==> src/hdl/imm_pkg.sv <==
// ----------------------------------------------------------------------------
// imm_pkg
// shared types, constants and helpers for the integer matrix multiply block
// ----------------------------------------------------------------------------
package imm_pkg;

	localparam int MAX_DIM_DEF      = 8;
	localparam int ELEMENT_BITS_DEF = 16;

	localparam int IDX_W  = 3;   // row and column port width
	localparam int SIZE_W = 4;   // size register width
	localparam int SUM_W  = 35;  // dot product width
	localparam int CFG_W  = 2;   // register index width

	typedef enum logic [1:0] {
		OP_WRITE_A = 2'd0,
		OP_WRITE_B = 2'd1,
		OP_COMPUTE = 2'd2,
		OP_NONE    = 2'd3
	} op_t;

	typedef enum logic [CFG_W-1:0] {
		REG_ROWS_OF_A  = 2'd0,
		REG_INNER_SIZE = 2'd1,
		REG_COLS_OF_B  = 2'd2,
		REG_UNUSED     = 2'd3
	} reg_idx_t;

	// control token that walks down the cell chain with each A element
	typedef struct packed {
		logic             valid;
		logic             first;   // first term of a dot product
		logic             lastt;   // final term of a dot product
		logic [IDX_W-1:0] t;       // inner index
		logic [IDX_W-1:0] row;     // row of C
	} tok_t;

	// size register clamped into 1..max_dim
	function automatic logic [SIZE_W-1:0] clamp_size(input logic [SIZE_W-1:0] s,
		input logic [SIZE_W-1:0] max_dim);
		logic [SIZE_W-1:0] r;
		r = s;
		if (s == '0) begin
			r = SIZE_W'(1);
		end else if (s > max_dim) begin
			r = max_dim;
		end
		return r;
	endfunction

endpackage

==> src/hdl/imm_mac_cell.sv <==
// ----------------------------------------------------------------------------
// imm_mac_cell
// one column of B and a multiply-accumulate; forwards the A stream to its neighbor
// ----------------------------------------------------------------------------
module imm_mac_cell
	import imm_pkg::*;
#(
	parameter int MAX_DIM      = MAX_DIM_DEF,
	parameter int ELEMENT_BITS = ELEMENT_BITS_DEF
) (
	input  logic                           clk,
	input  logic                           arst_n,
	input  logic                           b_we,
	input  logic [IDX_W-1:0]               b_row,
	input  logic signed [ELEMENT_BITS-1:0] b_data,
	input  tok_t                           tok_in,
	input  logic signed [ELEMENT_BITS-1:0] a_in,
	output tok_t                           tok_out,
	output logic signed [ELEMENT_BITS-1:0] a_out,
	output logic                           res_valid,
	output logic [IDX_W-1:0]               res_row,
	output logic [SUM_W-1:0]               res_value
);

	localparam int BI_W = (MAX_DIM > 1) ? $clog2(MAX_DIM) : 1;

	logic signed [ELEMENT_BITS-1:0]   b_col_q [MAX_DIM];
	logic signed [2*ELEMENT_BITS-1:0] prod;
	logic [SUM_W-1:0]                 acc_q;
	logic [SUM_W-1:0]                 acc_next;
	tok_t                             tok_q;
	logic signed [ELEMENT_BITS-1:0]   a_q;
	logic                             res_valid_q;
	logic [IDX_W-1:0]                 res_row_q;
	logic [SUM_W-1:0]                 res_value_q;

	always_ff @(posedge clk) begin
		if (b_we) begin
			b_col_q[b_row[BI_W-1:0]] <= b_data;
		end
	end

	assign prod     = a_in * b_col_q[tok_in.t[BI_W-1:0]];
	assign acc_next = (tok_in.first ? '0 : acc_q) + SUM_W'(prod);

	always_ff @(posedge clk or negedge arst_n) begin
		if (!arst_n) begin
			tok_q       <= '0;
			res_valid_q <= 1'b0;
		end else begin
			tok_q       <= tok_in;
			res_valid_q <= tok_in.valid && tok_in.lastt;
		end
	end

	always_ff @(posedge clk) begin
		a_q <= a_in;
		if (tok_in.valid) begin
			acc_q <= acc_next;
		end
		if (tok_in.valid && tok_in.lastt) begin
			res_value_q <= acc_next;
			res_row_q   <= tok_in.row;
		end
	end

	assign tok_out   = tok_q;
	assign a_out     = a_q;
	assign res_valid = res_valid_q;
	assign res_row   = res_row_q;
	assign res_value = res_value_q;

endmodule

==> config.mk <==
export PLATFORM = sky130hd
export DESIGN_NAME = imm_mac_cell
export DESIGN_NICKNAME = d
export VERILOG_FILES = /design/src/hdl/imm_pkg.sv /design/src/hdl/imm_mac_cell.sv
export SDC_FILE = /design/constraint.sdc
export NUM_CORES = 1
export LEC_CHECK = 0
export ABC_AREA = 1
export BUFFER_PORTS_ARGS = -buffer_cell sky130_fd_sc_hd__buf_4
export CAP_MARGIN = 20
export CORE_UTILIZATION = 30
export CTS_CLUSTER_DIAMETER = 120
export DETAILED_ROUTE_END_ITERATION = 10
export PLACE_DENSITY = 0.56
export SETUP_SLACK_MARGIN = 0.5
export SYNTH_ARGS = -nofsm -noshare
export SYNTH_HDL_FRONTEND = slang
export SYNTH_SLANG_ARGS = --single-unit
==> constraint.sdc <==
create_clock -name clk -period 10.2 [get_ports clk]
set_clock_uncertainty 0.05 [all_clocks]
set_input_delay 0.51 -clock clk [delete_from_list [all_inputs] [get_ports clk]]
set_output_delay 0.51 -clock clk [all_outputs]
set_load 0.01 [all_outputs]
==> reports/metrics.cfg <==
[detailed_routing]
firstDrtPassIters=8
post-route-drc-count=0
post_drt_via_cell_ratio=4.675
first_iter_violations=1019
total_routed_wirelength_um=52100
detailroute.via_count=14440
detail-route-antenna-nets=0
wire_per_inst_um=16.86

[global_route]
grt_max_degree=65
grt_antenna_before_repair=1
number_of_global_route_vias_before_repair=15020
grt_pass1_wl_um=81540
grt_overflow_total=0
grt.total_usage=0.1561
met3_usage=0.02773
globalRoute.busiestLayer=met2
globalRouteMet2Util=0.2653
global_route.usage.met1=0.2051

[cts]
clock-sinks=227
cts_tree=yes
cts.path.max_buffers=3
htree_levels=1
worst_skew_pair.late_latency_ns=0.59
worst_setup_hold_path_clk_slew_ns=0.06
tritoncts.num_buffers=27
post-cts-setup-buffer-count=0
cts_root_buf=sky130_fd_sc_hd__clkbuf_16

[critical_path]
critPathArrivalTime_ns=9.16
worst-endpoint-required_ns=10.48
slowest_stage_delay_on_critical_path_ns=0.80
path_delay_family=adder cells
setup.worst_path.end_class=flop
cpMostUsedCell=sky130_fd_sc_hd__nand2_1
critPathMaxFanout=64
critPathKind=input pin to flop
critical_path.n_buffers_inverters=8
cp-start-kind=input pin
critical-path-slowest-cell=sky130_fd_sc_hd__fa_1

[yosys]
synth.cells.most_frequent=sky130_fd_sc_hd__inv_1 (428), sky130_fd_sc_hd__nand2_1 (342), sky130_fd_sc_hd__nor2_1 (310), sky130_fd_sc_hd__fa_1 (263), sky130_fd_sc_hd__edfxtp_1 (201)
synth_seq_cells=227
combined_area_of_all_synthesized_cells_mm2=0.01989
synth_adder_area_share=0.3376
synth_mux_area_frac=0
post-synth-top-count-cell=sky130_fd_sc_hd__inv_1
synth_edf_count=201
post_synth_and_or_nand_nor_area_fraction=0.1433
ys_types=49
netlist.top_cell.by_area=sky130_fd_sc_hd__edfxtp_1
netlist_instances=2098
syn_nets=2524
synthTopCellsByArea=sky130_fd_sc_hd__edfxtp_1 (30%), sky130_fd_sc_hd__fa_1 (26%), sky130_fd_sc_hd__inv_1 (8.1%)
largest_family_of_logic_cells_by_synthesized_area=adder cells
synthXorXnorAreaFrac=0.02201
yosysWarnings=0
synth-compound-area-share=0.06887
synth_top_cell_area_share=0.3034
yosysSeqAreaShare=0.3321
synthFlopType=sky130_fd_sc_hd__edfxtp_1
synth_area_per_cell_um2=9.482
async_flop_share=0.04405

[run_status]
outcome=finished, final reports clean

[sta]
slew_headroom=0.4808
aggregate_negative_setup_slack_ns=0
worst-slew-pin-transition_ns=0.7769
fmaxAchievable_mhz=112.6
final_hold_viol_count=0
finalSetupViolCount=0
final_min_period_over_clock_period=0.8707
rsz0062_at_grt=false
final.min_clock_period_ns=8.881
drv_slew=0

[finish]
layout-drive-gt1-share=0.09079
multi_input_comb_area_mm2=0.01138
antenna_cells_inserted=0
finish.net_count=2630
syn2layout_area_growth_pct=13.69
regArea_mm2=0.006606
fill_cells=6770

[hold_path]
timing.hold.worst.class=input pin to flop

[placed_design]
place_congestion=0.9429
placement.io_buffers=110
hpwl_reported_at_the_end_of_detailed_placement_um=41210

[floorplanning]
area_of_the_core_mm2=0.06563
die_height_um=259.5
die_outline_area_mm2=0.06735
initial_utilization=0.3031
io_pins=111
die_x_um=259.5
placement_rows=94

[job]
max_cap_viol_count=0

## stage by stage
stage	setup WS, ns	std cells	utilization	cell area (µm²)	hold slack [ns]
detailed placement	0.5074	3034	0.3300	21660	0.3228
global placement	0.5417	3034	0.3300	21660	0.3216
CTS	1.104	3089	0.3446	22610	0.05838
finish	1.319	3089	0.3446	22620	0.08814
floorplan	2.533	2098	-	19890	0.1644
global route	0.7541	3089	0.3446	22620	0.06253
## path summary, 6_finish.rpt
| path | startpoint | endpoint | slack (ns) | cells after the start |
|---|---|---|---|---|
| hold / removal | a_in[0] | a_out[0] | 0.09 | 1 |
| max in group asynchronous | arst_n | tok_out[4] | 9.68 | 2 |
| hold reg to reg | acc_q[0] | acc_q[0] | 0.67 | 3 |
| min in group asynchronous | arst_n | tok_out[5] | 0.25 | 2 |
| setup reg to reg | b_col_q[2][4] | res_value[34] | 1.75 | 34 |
| setup / recovery | tok_in[3] | res_value[34] | 1.32 | 36 |
## final cells by class
| class | instances | share of cell area |
|---|---|---|
| Tap cell | 864 | 0.04780 |
| Clock buffer | 33 | 0.03087 |
| Clock inverter | 17 | 0.009294 |
| Timing Repair Buffer | 129 | 0.04337 |
| Sequential cell | 227 | 0.2921 |
| Inverter | 442 | 0.07363 |
| Multi-Input combinational cell | 1377 | 0.5030 |
## timing repair
| item | 4_1_cts | 5_1_grt |
|---|---|---|
| endpoints found under the hold margin | 14 | 0 |
| gates resized for setup | 0 | 1 |
| endpoints found under the setup margin | 0 | 4 |
| hold buffers | 5 | 0 |
## per-layer routing
layer | vias to the layer above | wire length (µm)
li1 | 6771 | -
met1 | 7192 | 22240
met2 | 407 | 25410
met3 | 70 | 3313
met4 | 2 | 1121
met5 | - | 8
## registers in the layout (all words and copies together), names as in the netlist
| register | count |
|---|---|
| acc_q | 35 |
| res_value | 35 |
| res_valid | 1 |
| res_row | 3 |
| a_out | 16 |
| tok_out | 9 |
| b_col_q | 128 |
## cells in the final DEF, fill, tap and decap left out, drive strengths merged, types with 3 or more instances in the layout
cell type / count
a21boi: 4
a21o: 10
a21oi: 66
a31oi: 5
buf: 124
bufinv: 3
clkbuf: 33
clkinv: 12
clkinvlp: 3
dfrtp: 10
dfxtp: 16
dlygate4sd3: 5
edfxtp: 201
fa: 263
ha: 116
inv: 441
nand2: 348
nand3: 39
nand4: 8
nor2: 310
nor3: 4
nor4: 7
o21ai: 100
o221ai: 30
or2: 3
xnor2: 20
xor2: 30
## worst register-to-register path: cells and delay by family, from the launching register on
family,cells,cell delay (ns)
adders and majority gates,8,4.10
DFF,1,0.33
AOI/OAI and AO/OA,6,1.39
and+or+nand+nor,13,1.77
buffers and inverters,6,0.43
xor gates and xnor gates,1,0.16
## kinds of logic (layout without fill, tap and decap cells)
kind of cell / Yosys count / after routing
compound gates: 226 / 226
fa+ha+maj: 379 / 379
simple gates: 722 / 722
flops: 227 / 227
buf+inv: 494 / 621
xor+xnor: 50 / 50
Power is left out: the tool's default activity adds up to more than one toggle a clock period on the data nets, which glitch-free logic cannot reach.
